==> src/hdl/debounced_guarded_quadrature_decoder_defines.svh <==
// Assertion macros for the debounced guarded quadrature decoder.
// Included by the top-level RTL file, which checks its own logic; no other dependencies.
`ifndef DEBOUNCED_GUARDED_QUADRATURE_DECODER_DEFINES_SVH
`define DEBOUNCED_GUARDED_QUADRATURE_DECODER_DEFINES_SVH

`ifndef SYNTH
// Checked only out of reset.
`define DGQD_ASSERT(lbl, clk, rstn, prop) \
    lbl: assert property (@(posedge clk) disable iff (!rstn) prop) \
        else $error("dgqd assertion failed");
// Checked on every edge, reset included.
`define DGQD_ASSERT_ALWAYS(lbl, clk, prop) \
    lbl: assert property (@(posedge clk) prop) \
        else $error("dgqd assertion failed");
`else
`define DGQD_ASSERT(lbl, clk, rstn, prop)
`define DGQD_ASSERT_ALWAYS(lbl, clk, prop)
`endif

`endif

==> src/hdl/dgqd_pkg.sv <==
// Shared types and constants for the debounced guarded quadrature decoder.
// No dependencies.
package dgqd_pkg;

    localparam int NUM_PINS = 3;
    localparam int PIN_A    = 0;
    localparam int PIN_B    = 1;
    localparam int PIN_C    = 2;

    // Event codes
    localparam logic [1:0] EV_NONE  = 2'd0;
    localparam logic [1:0] EV_CLICK = 2'd1;
    localparam logic [1:0] EV_UP    = 2'd2;
    localparam logic [1:0] EV_DOWN  = 2'd3;

    // Register indexes
    localparam logic [1:0] REG_ACTIVE_LEVEL = 2'd0;
    localparam logic [1:0] REG_FILTER_STEP  = 2'd1;
    localparam logic [1:0] REG_PRESS_THR    = 2'd2;
    localparam logic [1:0] REG_RELEASE_THR  = 2'd3;

    // Reset values
    localparam logic       RST_ACTIVE_LEVEL = 1'b0;
    localparam logic [5:0] RST_FILTER_STEP  = 6'h3F;
    localparam logic [7:0] RST_PRESS_THR    = 8'hF0;
    localparam logic [7:0] RST_RELEASE_THR  = 8'h0F;

    typedef struct packed {
        logic       active_level;
        logic [5:0] filter_step;
        logic [7:0] press_thr;
        logic [7:0] release_thr;
    } cfg_t;

endpackage

==> src/hdl/dgqd_filter.sv <==
// One pin lane: 8-bit low-pass filter followed by a hysteresis flag.
// Depends on dgqd_pkg for the configuration struct.
module dgqd_filter (
    input  logic            aclk,
    input  logic            aresetn,
    input  dgqd_pkg::cfg_t  cfg,
    input  logic            upd_en,
    input  logic            pin_raw,
    output logic            flag_cur,
    output logic            flag_next
);
    import dgqd_pkg::*;

    logic [7:0] y_reg;
    logic [7:0] y_next;
    logic       flag_reg;
    logic [7:0] y_decay;
    logic [7:0] add_val;
    logic       flag_set;

    always_comb begin
        y_decay  = y_reg - {2'b00, y_reg[7:2]};
        add_val  = (pin_raw == cfg.active_level) ? {2'b00, cfg.filter_step} : 8'd0;
        y_next   = y_decay + add_val;
        // Set test first, then clear test on the same new value
        flag_set  = flag_reg | (y_next > cfg.press_thr);
        flag_next = flag_set & ~(y_next < cfg.release_thr);
    end

    always_ff @(posedge aclk) begin
        if (!aresetn) begin
            y_reg    <= 8'd0;
            flag_reg <= 1'b0;
        end else if (upd_en) begin
            y_reg    <= y_next;
            flag_reg <= flag_next;
        end
    end

    assign flag_cur = flag_reg;

endmodule

==> src/hdl/dgqd_decode.sv <==
// Event decode from the debounced flags: guard on C, direction from A against B.
// Depends on dgqd_pkg for pin positions and event codes.
module dgqd_decode (
    input  logic                           old_a,
    input  logic [dgqd_pkg::NUM_PINS-1:0]  flags_new,
    output logic [1:0]                     event_code
);
    import dgqd_pkg::*;

    always_comb begin
        event_code = EV_NONE;
        if (flags_new[PIN_C]) begin
            event_code = EV_CLICK;
            if (old_a != flags_new[PIN_A]) begin
                event_code = (flags_new[PIN_A] == flags_new[PIN_B]) ? EV_DOWN : EV_UP;
            end
        end
    end

endmodule

==> src/hdl/debounced_guarded_quadrature_decoder.sv <==
// Top level of the debounced guarded quadrature decoder: input register, three
// filter lanes, event decode and result register. Uses dgqd_pkg, dgqd_filter,
// dgqd_decode and the assertion macros header.
//
// One request on the input stream is one sample tick of pins A, B and C; it yields
// exactly one result (event code and debounced flags). A request is held in the
// input register, then the three filter lanes and the decode update the state and
// load the result register at the same edge, so requests are taken at one per
// cycle while the output is not stalled. A stalled result holds the pipeline; the
// input register still takes one more request. Configuration writes take effect
// on the next edge and are meant for an idle block. After reset all filters are
// zero, all flags at rest, and the registers hold active level 0, step 63, press
// 240, release 15.
`include "debounced_guarded_quadrature_decoder_defines.svh"

module debounced_guarded_quadrature_decoder (
    input  logic       aclk,
    input  logic       aresetn,
    // Input stream
    input  logic       s_tvalid,
    output logic       s_tready,
    input  logic [7:0] s_tdata,   // [0] pin_a, [1] pin_b, [2] pin_c, [7:3] zero
    // Result stream
    output logic       m_tvalid,
    input  logic       m_tready,
    output logic [7:0] m_tdata,   // [1:0] event_res, [4:2] flags_now, [7:5] zero
    // Configuration
    input  logic       cfg_wr_en,
    input  logic [1:0] cfg_addr,
    input  logic [7:0] cfg_wdata
);
    import dgqd_pkg::*;

    cfg_t                cfg_reg;
    logic                in_valid_reg;
    logic [NUM_PINS-1:0] pins_reg;
    logic                out_valid_reg;
    logic [1:0]          event_reg;
    logic [NUM_PINS-1:0] flags_reg;

    logic                advance;
    logic [NUM_PINS-1:0] flag_cur;
    logic [NUM_PINS-1:0] flag_next;
    logic [1:0]          event_next;

    // Move the held request into the result register when the result slot frees
    assign advance  = in_valid_reg && (!out_valid_reg || m_tready);
    assign s_tready = !in_valid_reg || advance;

    always_ff @(posedge aclk) begin
        if (!aresetn) begin
            cfg_reg.active_level <= RST_ACTIVE_LEVEL;
            cfg_reg.filter_step  <= RST_FILTER_STEP;
            cfg_reg.press_thr    <= RST_PRESS_THR;
            cfg_reg.release_thr  <= RST_RELEASE_THR;
        end else if (cfg_wr_en) begin
            case (cfg_addr)
                REG_ACTIVE_LEVEL: cfg_reg.active_level <= cfg_wdata[0];
                REG_FILTER_STEP:  cfg_reg.filter_step  <= cfg_wdata[5:0];
                REG_PRESS_THR:    cfg_reg.press_thr    <= cfg_wdata;
                REG_RELEASE_THR:  cfg_reg.release_thr  <= cfg_wdata;
                default: begin
                end
            endcase
        end
    end

    always_ff @(posedge aclk) begin
        if (!aresetn) begin
            in_valid_reg <= 1'b0;
        end else if (s_tvalid && s_tready) begin
            in_valid_reg <= 1'b1;
        end else if (advance) begin
            in_valid_reg <= 1'b0;
        end
    end

    always_ff @(posedge aclk) begin
        if (s_tvalid && s_tready) begin
            pins_reg <= s_tdata[NUM_PINS-1:0];
        end
    end

    for (genvar i = 0; i < NUM_PINS; i++) begin : g_lane
        dgqd_filter u_filter (
            .aclk      (aclk),
            .aresetn   (aresetn),
            .cfg       (cfg_reg),
            .upd_en    (advance),
            .pin_raw   (pins_reg[i]),
            .flag_cur  (flag_cur[i]),
            .flag_next (flag_next[i])
        );
    end

    dgqd_decode u_decode (
        .old_a      (flag_cur[PIN_A]),
        .flags_new  (flag_next),
        .event_code (event_next)
    );

    always_ff @(posedge aclk) begin
        if (!aresetn) begin
            out_valid_reg <= 1'b0;
        end else if (advance) begin
            out_valid_reg <= 1'b1;
        end else if (m_tready) begin
            out_valid_reg <= 1'b0;
        end
    end

    always_ff @(posedge aclk) begin
        if (advance) begin
            event_reg <= event_next;
            flags_reg <= flag_next;
        end
    end

    assign m_tvalid = out_valid_reg;
    assign m_tdata  = {3'b000, flags_reg, event_reg};

    `DGQD_ASSERT_ALWAYS(a_reset_clears_out, aclk, !aresetn |=> !m_tvalid)
    `DGQD_ASSERT(a_advance_fills_out, aclk, aresetn, advance |=> m_tvalid)
    `DGQD_ASSERT(a_held_request_kept, aclk, aresetn, (in_valid_reg && !advance) |=> in_valid_reg)
    `DGQD_ASSERT(a_event_needs_guard, aclk, aresetn, (m_tvalid && event_reg != EV_NONE) |-> flags_reg[PIN_C])
    `DGQD_ASSERT(a_state_frozen_idle, aclk, aresetn, !advance |=> $stable(flag_cur))

endmodule

==> config.mk <==
export PLATFORM = sky130hd
export DESIGN_NAME = debounced_guarded_quadrature_decoder
export DESIGN_NICKNAME = d
export VERILOG_FILES = /design/src/hdl/dgqd_pkg.sv /design/src/hdl/dgqd_filter.sv /design/src/hdl/dgqd_decode.sv /design/src/hdl/debounced_guarded_quadrature_decoder.sv
export VERILOG_INCLUDE_DIRS = /design/src /design/src/hdl
export SDC_FILE = /design/constraint.sdc
export NUM_CORES = 1
export LEC_CHECK = 0
export BUFFER_PORTS_ARGS = -buffer_cell sky130_fd_sc_hd__buf_2
export CELL_PAD_IN_SITES_DETAIL_PLACEMENT = 0
export CELL_PAD_IN_SITES_GLOBAL_PLACEMENT = 1
export CORE_ASPECT_RATIO = 1.4
export CORE_UTILIZATION = 43
export CTS_CLUSTER_DIAMETER = 60
export DETAILED_ROUTE_END_ITERATION = 10
export MAX_ROUTING_LAYER = met4
export PLACE_DENSITY_LB_ADDON = 0.05
export SLEW_MARGIN = 0
export SYNTH_ARGS = -nofsm -noshare
export SYNTH_HDL_FRONTEND = slang
export SYNTH_HIERARCHICAL = 1
export SYNTH_SLANG_ARGS = --single-unit
==> constraint.sdc <==
create_clock -name aclk -period 4.3 [get_ports aclk]
set_input_delay 0 -clock aclk [delete_from_list [all_inputs] [get_ports aclk]]
set_output_delay 0 -clock aclk [all_outputs]
set_load 0.05 [all_outputs]
Yosys cells after proc, flatten, opt, wreduce, memory -nomap -nowiden
Cells that the tools add are included.
Widths: inputs -> output; s select.
- register bits after elaboration: 60
- memories: 0
- bits in read-only memories: 0
- output and inout port bits: 10
- word-level logic and storage cells: 68
- RAM bits: 0
- bits in latches: 0
- add/subtract/negate cells: 6
- shift operators: 0
- reduce and logical (&&, ||, !) cells: 14
- $lt $le $gt $ge: 6
- multipliers: 0
- equal/unequal tests: 8
- divide/modulo/power cells: 0
- mux-type cells: 9
- bitwise logic cells: 9
- operators by type and width (kind ; number):
    $add 8x8->8 ; 3
    $gt 8x8->1 ; 3
    $lt 8x8->1 ; 3
    $sub 8x6->8 ; 3
    $mux 6 ; 3
    $reduce_and 2->1 ; 5
    $mux 1 ; 6
    $eq 1x1->1 ; 4
    $eq 2x2->1 const B ; 2
    $reduce_bool 2->1 ; 2
    $and 1x1->1 ; 3
    $not 1->1 ; 3
    $or 1x1->1 ; 3
    $eq 2x1->1 const B ; 1
    $logic_and 1x1->1 ; 2
    $logic_not 1->1 ; 2
    $logic_not 2->1 ; 1
    $logic_or 1x1->1 ; 2
    $ne 1x1->1 ; 1

Depth between registers and ports, before layout
Gate-level depths: netlist of the first run.
- depth after elaboration: 9
- gate-level depth with buffers: 19

Cells and area by module
Netlist of the first run, hierarchy kept.
- modules (own cells, without submodules) (module ; cells an instance ; instances ; sequential area each (µm²) ; area an instance (µm²)):
    debounced_guarded_quadrature_decoder ; 119 ; 1 ; 740.7 ; 1336.3
    dgqd_filter (g_lane[1].u_filter) ; 170 ; 1 ; 180.2 ; 1300.0
    dgqd_filter (g_lane[0].u_filter) ; 169 ; 1 ; 180.2 ; 1298.7
    dgqd_filter (g_lane[2].u_filter) ; 170 ; 1 ; 180.2 ; 1293.7
    dgqd_decode ; 5 ; 1 ; 0.0 ; 37.5

Worst setup path before layout of the first run
No wires, ideal clock.
- path type: register to register
- start point: register pins_reg[1]
- end point: register event_reg[0] (data pin)
- arrival time: 4.037 ns
- setup time: 0.255 ns
- stages on the path, launching flop included: 18
- clock period less this slack: 4.293 ns
- slack: 0.007 ns
- path through: edfxtp_1 xnor2_1 nand2_1 fa_1 inv_1 ha_1 o211a_1 a211oi_1 o21bai_1 xnor2_1 xnor2_1 ha_1 nand2_1 o31a_1 a311oi_1 nor2_1 or3b_1 and3_1
- word-level cells in the longest chain between the ends: 9
- elaborated cells on any way between the ends: 11
- classes of those cells: add/sub (1); order compare (2); eq/ne (2); mux (3); bitwise (3)
- RTL lines (item ; line ; source):
    from (decl) ; debounced_guarded_quadrature_decoder.sv:36 ; logic [NUM_PINS-1:0] pins_reg;
    from (signal assigned) ; debounced_guarded_quadrature_decoder.sv:80 ; pins_reg <= s_tdata[NUM_PINS-1:0];
    $eq 1x1->1 * ; dgqd_filter.sv:23 ; add_val = (pin_raw == cfg.active_level) ? {2'b00, cfg.filter_step} : 8'd0;
    $mux 6 * ; dgqd_filter.sv:23 ;
    $add 8x8->8 * ; dgqd_filter.sv:24 ; y_next = y_decay + add_val;
    via g_lane[1].u_filter.y_next[7] ; dgqd_filter.sv:15 ; logic [7:0] y_next;
    $gt 8x8->1 or $lt 8x8->1 (tied branches) ; dgqd_filter.sv:26, dgqd_filter.sv:27 ;
    $or 1x1->1 or $not 1->1 (tied branches) ; dgqd_filter.sv:26, dgqd_filter.sv:27 ;
    $and 1x1->1 * ; dgqd_filter.sv:27 ; flag_next = flag_set & ~(y_next < cfg.release_thr);
    via flag_next[1] ; debounced_guarded_quadrature_decoder.sv:43 ; logic [NUM_PINS-1:0] flag_next;
    $eq 1x1->1 * ; dgqd_decode.sv:15 ; event_code = (flags_new[PIN_A] == flags_new[PIN_B]) ? EV_DOWN : EV_UP;
    $mux 1 * ; dgqd_decode.sv:15 ;
    $mux 1 * ; dgqd_decode.sv:14 ; if (old_a != flags_new[PIN_A]) begin
    to (signal assigned) ; debounced_guarded_quadrature_decoder.sv:114 ; event_reg <= event_next;
    to (decl) ; debounced_guarded_quadrature_decoder.sv:38 ; logic [1:0] event_reg;
The timed path passes the listed nets; every way through them passes the cells marked *.
A chain may end at the register's enable or synchronous reset.

Final worst setup path of the first run
Ends and elaborated chain as after synthesis.

==> impl_metrics.csv, run 1 <==
group,metric,value,unit
setup_path,slowest_delay,0.55,ns
layout,ff_latch_area,1280,um^2
synthesis,syn-instance-count,633,
floorplanning,initial_core_util,0.443,
power_and_ir_drop,power_frac_seq,0.145,
synthesis,synth.lib_cells_used.distinct,51,
layout,num-nets-final,833,
placement,dpl.cell_count,842,
sta,final_max_slew_viol_count,0,
synthesis,postSynth.asyncResetShare,0,
layout,layout_common_cells,"sky130_fd_sc_hd__inv_1, sky130_fd_sc_hd__ha_1, sky130_fd_sc_hd__buf_4, sky130_fd_sc_hd__nand2_1, sky130_fd_sc_hd__dfxtp_1",
setup_path,required,4.40,ns
drt,drt_pre_antenna_iters,5,
layout,antenna_cells,0,
drt,post-route-drc-count,0,
layout,fill_cells,1149,
synthesis,ys_seq_elements,60,
drt,detail_route.iter0.violations,183,
synthesis,post_synth.cell_area_avg,8.32,um^2
layout,layoutNonFillerInstCount,875,
clock_network,cts_tree,"yes",
synthesis,synth_edf_count,8,
layout,layout.cells.most_common,"sky130_fd_sc_hd__inv_1",
power_and_ir_drop,power.leakage,3.10,nW
grt,global_route.usage.total,0.240,
synthesis,yosysSeqAreaShare,0.243,
setup_path,critical-path-slowest-cell,"sky130_fd_sc_hd__or4_4",
floorplanning,floorplan.die.height,133,um
floorplanning,fp.dieArea,12700,um^2
setup_path,worst-path-max-fanout,6,
power_and_ir_drop,power.switching_fraction,0.451,
floorplanning,io_pins,33,
clock_network,cts.reportedPaths.clkPinSlew,0.06,ns
layout,flip_flop_count_of_the_largest_register_after_layout,24,
grt,grt_start_max_net_pins,60,
placement,pre_cts_slack,-0.132,ns
setup_path,setup.worst_path.start_class,"flop",
placement,placed_cell_area,5890,um^2
power_and_ir_drop,power.net_switching,2.36,mW
synthesis,synthDominantAreaCellType,"sky130_fd_sc_hd__dfxtp_1",
drt,post_drt_via_cell_ratio,5.25,
power_and_ir_drop,power_per_unit_of_standard_cell_area,800,nW/um^2
clock_network,cts.root.buffer_cell,"sky130_fd_sc_hd__clkbuf_16",
sta,layout_worst_path_cycle_share,0.988,
power_and_ir_drop,report.power.total,5.24,mW
clock_network,total_clock_buffers_created_by_cts,9,
power_and_ir_drop,p_comb_frac,0.724,
power_and_ir_drop,share_clk_of_total_power,0.131,
drt,met2RoutedLength,7310,um
synthesis,yosysWarningCount,6,
layout,layout.cell_area.non_filler,6540,um^2
placement,place.gp.congestion,0.890,
sta,timing.clock.skew,0.00694,ns
grt,antenna_violations_before_repair,0,
run,drv.max_cap_violation_count,0,
floorplanning,placement_rows,47,
sta,hold_violations,0,
synthesis,netlist.area_leader.share,0.198,
drt,detail-route-antenna-nets,0,
sta,setup_viol_count_final,0,
setup_path,critical_path_class,"flop to flop",
outcome,outcome,"finished clean",
drt,met3WireLength,387,um
drt,top_layer,"met4",
sta,worst-slew-pin-transition,0.722,ns
placement,buffer_ports.inserted,24,
clock_network,clock_path_buffers,2,
floorplanning,floorplan.die.width,95.5,um
sta,final_period_minus_worst_setup_slack,4.25,ns
drt,routed_wl,13900,um
power_and_ir_drop,p_int,2.87,mW
synthesis,synthTopCellsByArea,"sky130_fd_sc_hd__dfxtp_1, sky130_fd_sc_hd__ha_1, sky130_fd_sc_hd__inv_1, sky130_fd_sc_hd__fa_1, sky130_fd_sc_hd__mux2i_1",
clock_network,clock_latency,0.34,ns
setup_path,arrival,4.35,ns
drt,met1Wirelength,5940,um
grt,grt_pass1_wl,22100,um
power_and_ir_drop,vdd.ir_drop.worst,0.000288,V
floorplanning,core_area,11900,um^2
drt,dr_total_vias,4591,
clock_network,clock_sink_count,60,
sta,tns,0,ns
setup_path,r2r_setup_slack,0.05,ns
setup_path,end_kind,"flop",
clock_network,ctsHtreeMaxLevel,3,
placement,dp.final_hpwl,10400,um
sta,tightest_hold_margin,0.0270,ns
sta,timing.max_slew.rel_slack,0.519,
grt,grt_overflow,0,
drt,wire_per_inst,15.9,um
min_path,worst_min_path_class,"input pin to flop",
synthesis,synth.cell_area,5270,um^2
synthesis,postSynth.topFlopCell,"sky130_fd_sc_hd__dfxtp_1",
layout,syn_to_final_growth,24.2,%
sta,finalWorstSetupSlack,0.0510,ns
grt,grt_pass1_vias,4540,
sta,setup_repair_after_global_routing_missed_its_margin,"true",
layout,multi_input_area,3710,um^2
setup_path,worstPathCellList,"xnor2_1 > buf_4 > nand2_1 > fa_1 > inv_1 > ha_1 > or4_4 > o21bai_4 > xnor2_2 > xnor2_2 > ha_1 > nand2_2 > o31a_1 > a311oi_2 > nor2_1 > or3b_1 > and3_4",
sta,max_freq,0.235,GHz
layout,drive_gt1_frac,0.209,
layout,final_util,0.551,
[logic make-up after synthesis]
group,synth area share
AOI/OAI and AO/OA,0.131
xor gates and xnor gates,0.0375
adders and majority gates,0.232
buffers and inverters,0.0976
DFF,0.243
muxes,0.0570
other,0.000712
and+or+nand+nor,0.201
[power groups by stage]
stage / logic (mW) / registers, mW / clock network (mW)
2_1_floorplan: 2.17 / 0.810 / 0
3_3_place_gp: 3.28 / 0.766 / 0
3_5_place_dp: 3.39 / 0.771 / 0
4_1_cts: 3.53 / 0.760 / 0.700
5_1_grt: 4.25 / 0.772 / 0.718
6_report: 3.79 / 0.760 / 0.683
[per-layer routing]
layer | global-route usage | vias to the layer above
met3 | 0.0420 | 17
met1 | 0.278 | 2188
li1 | - | 2319
met2 | 0.416 | 67
met5 | - | -
met4 | 0.0680 | 0
[critical path: cells and delay by family (launching register included)]
family | cells | cell delay, ns
buffers and inverters | 2 | 0.20
XOR/XNOR | 3 | 0.41
AO/OA/AOI/OAI | 3 | 0.68
AND/OR/NAND/NOR | 6 | 1.33
flip-flops | 1 | 0.37
adder cells (fa/ha/maj) | 3 | 1.01
[cells in the mapped netlist (2+ instances only)]
| library cell | count |
|---|---|
| sky130_fd_sc_hd__buf_2 | 3 |
| sky130_fd_sc_hd__a21oi_1 | 29 |
| sky130_fd_sc_hd__nor3b_1 | 4 |
| sky130_fd_sc_hd__a21o_1 | 4 |
| sky130_fd_sc_hd__o211ai_1 | 2 |
| sky130_fd_sc_hd__and3_1 | 7 |
| sky130_fd_sc_hd__xor2_1 | 4 |
| sky130_fd_sc_hd__a31oi_1 | 3 |
| sky130_fd_sc_hd__a311oi_1 | 3 |
| sky130_fd_sc_hd__inv_1 | 108 |
| sky130_fd_sc_hd__and3b_1 | 2 |
| sky130_fd_sc_hd__a211oi_2 | 3 |
| sky130_fd_sc_hd__o31a_1 | 3 |
| sky130_fd_sc_hd__nand3_1 | 22 |
| sky130_fd_sc_hd__nand4_1 | 7 |
| sky130_fd_sc_hd__nor2_1 | 42 |
| sky130_fd_sc_hd__o21ai_0 | 23 |
| sky130_fd_sc_hd__o211a_1 | 3 |
| sky130_fd_sc_hd__buf_4 | 3 |
| sky130_fd_sc_hd__a21o_2 | 2 |
| sky130_fd_sc_hd__a211o_1 | 3 |
| sky130_fd_sc_hd__nand2_1 | 58 |
| sky130_fd_sc_hd__o21bai_1 | 2 |
| sky130_fd_sc_hd__fa_1 | 18 |
| sky130_fd_sc_hd__a31o_2 | 2 |
| sky130_fd_sc_hd__nor2b_1 | 29 |
| sky130_fd_sc_hd__buf_6 | 3 |
| sky130_fd_sc_hd__or4b_1 | 3 |
| sky130_fd_sc_hd__xnor2_1 | 16 |
| sky130_fd_sc_hd__mux2i_1 | 30 |
| sky130_fd_sc_hd__nor3_1 | 3 |
| sky130_fd_sc_hd__or4_1 | 2 |
| sky130_fd_sc_hd__a311o_1 | 2 |
| sky130_fd_sc_hd__dfxtp_1 | 52 |
| sky130_fd_sc_hd__nand3b_1 | 4 |
| sky130_fd_sc_hd__ha_1 | 69 |
| sky130_fd_sc_hd__clkbuf_1 | 10 |
| sky130_fd_sc_hd__nand4b_1 | 9 |
| sky130_fd_sc_hd__nor4b_1 | 4 |
| sky130_fd_sc_hd__a211oi_1 | 11 |
| sky130_fd_sc_hd__edfxtp_1 | 8 |
| sky130_fd_sc_hd__o21a_1 | 7 |
| sky130_fd_sc_hd__or3_1 | 3 |
[area by class of cell]
type / instances / share of cell area
tap: 147 / 0.0281
clock buffer: 11 / 0.0356
multi-input combinational: 448 / 0.566
timing repair buffer: 96 / 0.106
inverter: 108 / 0.0620
clock inverter: 5 / 0.00593
sequential: 60 / 0.196
[worst paths after layout]
check                              startpoint                           to  cells after the start
hold reg to reg   g_lane[1].u_filter/y_reg[2]  g_lane[1].u_filter/y_reg[2]                      2
hold / removal                      cfg_wr_en                  cfg_reg[15]                      3
setup reg to reg                  pins_reg[1]                 event_reg[0]                     17
setup / recovery                  pins_reg[1]                 event_reg[0]                     17
[repair_timing]
item / CTS / global route
setup buffers: 1 / 3
hold buffers: 13 / 0
gates resized for setup: 18 / 30
pin swaps: 17 / 36
setup endpoints to repair: 2 / 3
endpoints found under the hold margin: 26 / 0
Power figures use the tool's default switching activity.
==> run 2: changes to the inputs <==
--- a/config.mk
+++ b/config.mk
@@ -6,11 +6,13 @@
 export SDC_FILE = /design/constraint.sdc
 export NUM_CORES = 1
 export LEC_CHECK = 0
+export ABC_AREA = 1
 export BUFFER_PORTS_ARGS = -buffer_cell sky130_fd_sc_hd__buf_2
+export CAP_MARGIN = 20
 export CELL_PAD_IN_SITES_DETAIL_PLACEMENT = 0
 export CELL_PAD_IN_SITES_GLOBAL_PLACEMENT = 1
 export CORE_ASPECT_RATIO = 1.4
-export CORE_UTILIZATION = 43
+export CORE_UTILIZATION = 41
 export CTS_CLUSTER_DIAMETER = 60
 export DETAILED_ROUTE_END_ITERATION = 10
 export MAX_ROUTING_LAYER = met4
==> impl_metrics.csv, run 2 <==
group,metric,value,unit
placement,place.gp.congestion,0.802,
drt,dr_total_vias,4207,
layout,antenna_cells,0,
synthesis,basic_gate_share_of_the_synthesized_area_counting_and_or_nand_and_nor_cells,0.212,
synthesis,postSynth.asyncResetShare,0,
min_path,worst_hold_path.num_cells,3,
power_and_ir_drop,power.net_switching,1.48,mW
power_and_ir_drop,share_clk_of_total_power,0.225,
synthesis,ys_seq_elements,60,
clock_network,total_clock_buffers_created_by_cts,9,
power_and_ir_drop,power.switching_fraction,0.450,
setup_path,worst_path_bufs_invs,5,
sta,worst-slew-pin-transition,0.765,ns
setup_path,setup.worst_path.start_class,"flop",
sta,tns,0,ns
drt,post-route-drc-count,0,
clock_network,cts_tree,"yes",
grt,grt_overflow,0,
power_and_ir_drop,vdd.ir_drop.worst,0.000250,V
floorplanning,floorplan.die.width,95.0,um
layout,num-nets-final,844,
floorplanning,fp.dieArea,12600,um^2
sta,finalWorstSetupSlack,0.522,ns
placement,placed_cell_area,5230,um^2
layout,layout.cells.most_common,"sky130_fd_sc_hd__inv_1",
layout,layoutNonFillerInstCount,886,
floorplanning,core_area,11800,um^2
sta,timing.max_slew.rel_slack,0.490,
setup_path,cp_top_family,"adder cells",
synthesis,synthTopCellsByCount,"sky130_fd_sc_hd__inv_1, sky130_fd_sc_hd__nand2_1, sky130_fd_sc_hd__ha_1",
clock_network,clock_latency,0.34,ns
synthesis,syn-instance-count,694,
drt,met3WireLength,338,um
power_and_ir_drop,power_frac_seq,0.207,
layout,final_util,0.479,
floorplanning,io_pins,33,
placement,pre_cts_slack,0.490,ns
synthesis,synthTopCellsByArea,"sky130_fd_sc_hd__dfxtp_1, sky130_fd_sc_hd__ha_1, sky130_fd_sc_hd__inv_1, sky130_fd_sc_hd__nand2_1, sky130_fd_sc_hd__fa_1",
layout,syn_to_final_growth,14.0,%
drt,wire_per_inst,14.0,um
setup_path,dominant_cell_type_by_count_on_the_critical_path,"sky130_fd_sc_hd__nand2_1",
synthesis,post_synth_fa_ha_maj_area_fraction,0.246,
synthesis,postSynth.topFlopCell,"sky130_fd_sc_hd__dfxtp_1",
sta,setup_viol_count_final,0,
floorplanning,initial_core_util,0.420,
clock_network,ctsHtreeMaxLevel,3,
grt,global_route.usage.total,0.225,
sta,final_max_slew_viol_count,0,
synthesis,synth_top_family_by_area,"adder cells",
sta,tightest_hold_margin,0.0505,ns
clock_network,clock_sink_count,60,
placement,dpl.cell_count,857,
grt,antenna_violations_before_repair,0,
layout,flip_flop_count_of_the_largest_register_after_layout,24,
synthesis,synth_most_common_cell,"sky130_fd_sc_hd__inv_1",
layout,multi_input_area,2980,um^2
sta,hold_violations,0,
sta,max_freq,0.265,GHz
sta,setup_repair_after_global_routing_missed_its_margin,"false",
synthesis,yosysSeqAreaShare,0.258,
setup_path,end_kind,"flop",
drt,routed_wl,12400,um
synthesis,fraction_of_synthesized_area_in_multiplexers,0,
power_and_ir_drop,report.power.total,3.28,mW
floorplanning,floorplan.die.height,132,um
setup_path,required,4.46,ns
synthesis,synth_compound_area_frac,0.108,
setup_path,worstPathCellList,"xnor2_1 > buf_4 > nand2_1 > fa_1 > inv_1 > ha_1 > a21oi_1 > nand2_2 > nand2_1 > nand2_1 > xor2_1 > inv_1 > ha_1 > a21oi_1 > nor2_1 > nor2_1 > nand2_1 > nand2_1 > nand2_1 > nand2_1 > inv_1 > inv_1 > nand2_1 > a21boi_0",
sta,timing.clock.skew,0.0123,ns
synthesis,post_synth.cell_area_avg,7.16,um^2
sta,final_period_minus_worst_setup_slack,3.78,ns
run,drv.max_cap_violation_count,0,
synthesis,yosys.area_share.xor_xnor,0.0317,
clock_network,cts.root.buffer_cell,"sky130_fd_sc_hd__clkbuf_16",
setup_path,arrival,3.94,ns
setup_path,crit_cells,24,
min_path,worst_min_path_class,"input pin to flop",
layout,fill_cells,1225,
placement,buffer_ports.inserted,24,
setup_path,worst-path-max-fanout,6,
power_and_ir_drop,p_int,1.81,mW
drt,detail-route-antenna-nets,0,
setup_path,worst-r2r-cell-count,24,
clock_network,clock_path_buffers,2,
outcome,outcome,"finished clean",
setup_path,critical-path-slowest-cell,"sky130_fd_sc_hd__fa_1",
drt,met1Wirelength,5480,um
synthesis,synth.lib_cells_used.distinct,28,
power_and_ir_drop,p_comb_frac,0.568,
synthesis,synthDominantAreaCellType,"sky130_fd_sc_hd__dfxtp_1",
drt,post_drt_via_cell_ratio,4.75,
synthesis,synth_edf_count,8,
layout,layout_common_cells,"sky130_fd_sc_hd__inv_1, sky130_fd_sc_hd__nand2_1, sky130_fd_sc_hd__ha_1, sky130_fd_sc_hd__dfxtp_1, sky130_fd_sc_hd__a21oi_1",
synthesis,synth.cell_area,4970,um^2
grt,grt_start_max_net_pins,36,
sta,layout_worst_path_cycle_share,0.879,
grt,grt_pass1_wl,20500,um
grt,grt_pass1_vias,4215,
floorplanning,placement_rows,47,
setup_path,slowest_delay,0.49,ns
layout,ff_latch_area,1280,um^2
synthesis,yosysWarningCount,6,
drt,detail_route.iter0.violations,87,
power_and_ir_drop,power.leakage,3.24,nW
drt,met2RoutedLength,6170,um
layout,drive_gt1_frac,0.0717,
setup_path,critical_path_class,"flop to flop",
drt,top_layer,"met4",
synthesis,netlist.area_leader.share,0.210,
clock_network,cts.reportedPaths.clkPinSlew,0.06,ns
drt,drt_pre_antenna_iters,4,
layout,layout.cell_area.non_filler,5660,um^2
power_and_ir_drop,power_per_unit_of_standard_cell_area,580,nW/um^2
placement,dp.final_hpwl,9450,um
==> run 2: changes by cell type in the layout (fill, tap and decap cells not counted), sizes merged, moves of 7 or more <==
cell,before,now
a211oi,14,3
and3,7,0
nor2b,29,0
mux2i,30,0
a21oi,29,52
buf,83,28
xnor2,16,3
nand3,22,31
xor2,4,15
nand2,58,155
inv,108,171
nand4b,9,0
nand4,7,16
==> run 2: tightest hold or removal path, stage by stage <==
cell and delay, ns:
sky130_fd_sc_hd__buf_2 0.18, sky130_fd_sc_hd__nand4_1 0.11, sky130_fd_sc_hd__nand3_1 0.05
==> run 2: per-layer routing <==
layer / track usage / vias up
met5: - / -
met4: 0.0918 / 0
met3: 0.0369 / 20
met2: 0.371 / 53
met1: 0.267 / 1896
li1: - / 2238
==> run 2: kinds of logic (layout without fill, tap and decap cells) <==
logic type / count (synthesis) / in the layout
AND/OR/NAND/NOR: 250 / 250
buffers and inverters: 183 / 226
AO/OA/AOI/OAI: 95 / 95
adder cells (fa/ha/maj): 87 / 87
flip-flops: 60 / 60
XOR/XNOR: 18 / 18
other: 1 / 3
==> run 2: power groups by stage <==
stage	Combinational (mW)	Sequential (mW)	Clock [mW]
after global routing	2.19	0.687	0.777
after detailed placement	1.87	0.693	0
final	1.87	0.680	0.739
after global placement	1.81	0.692	0
after CTS	1.89	0.682	0.758
after floorplan	1.42	0.702	0
==> run 2: area by class of cell <==
type	count	share of cell area
multi-input cells	453	0.527
flip-flops and latches	60	0.226
clock buffers	9	0.0398
clock inverters	7	0.0130
repair buffers	41	0.0495
inverters	169	0.112
well taps	147	0.0325
==> run 2: repair_timing <==
action | CTS | global route
resized for setup | 0 | 0
setup buffers | 0 | 0
hold buffers | 13 | 0
endpoints found under the hold margin | 26 | 0
==> run 2: worst paths after layout <==
check | start | to | slack (ns)
worst max-delay path | cfg_reg[22] | event_reg[1] | 0.52
worst min-delay path | cfg_addr[1] | cfg_reg[2] | 0.05
worst max register to register | cfg_reg[22] | event_reg[1] | 0.52
worst min register to register | g_lane[0].u_filter/y_reg[1] | g_lane[0].u_filter/y_reg[1] | 0.50
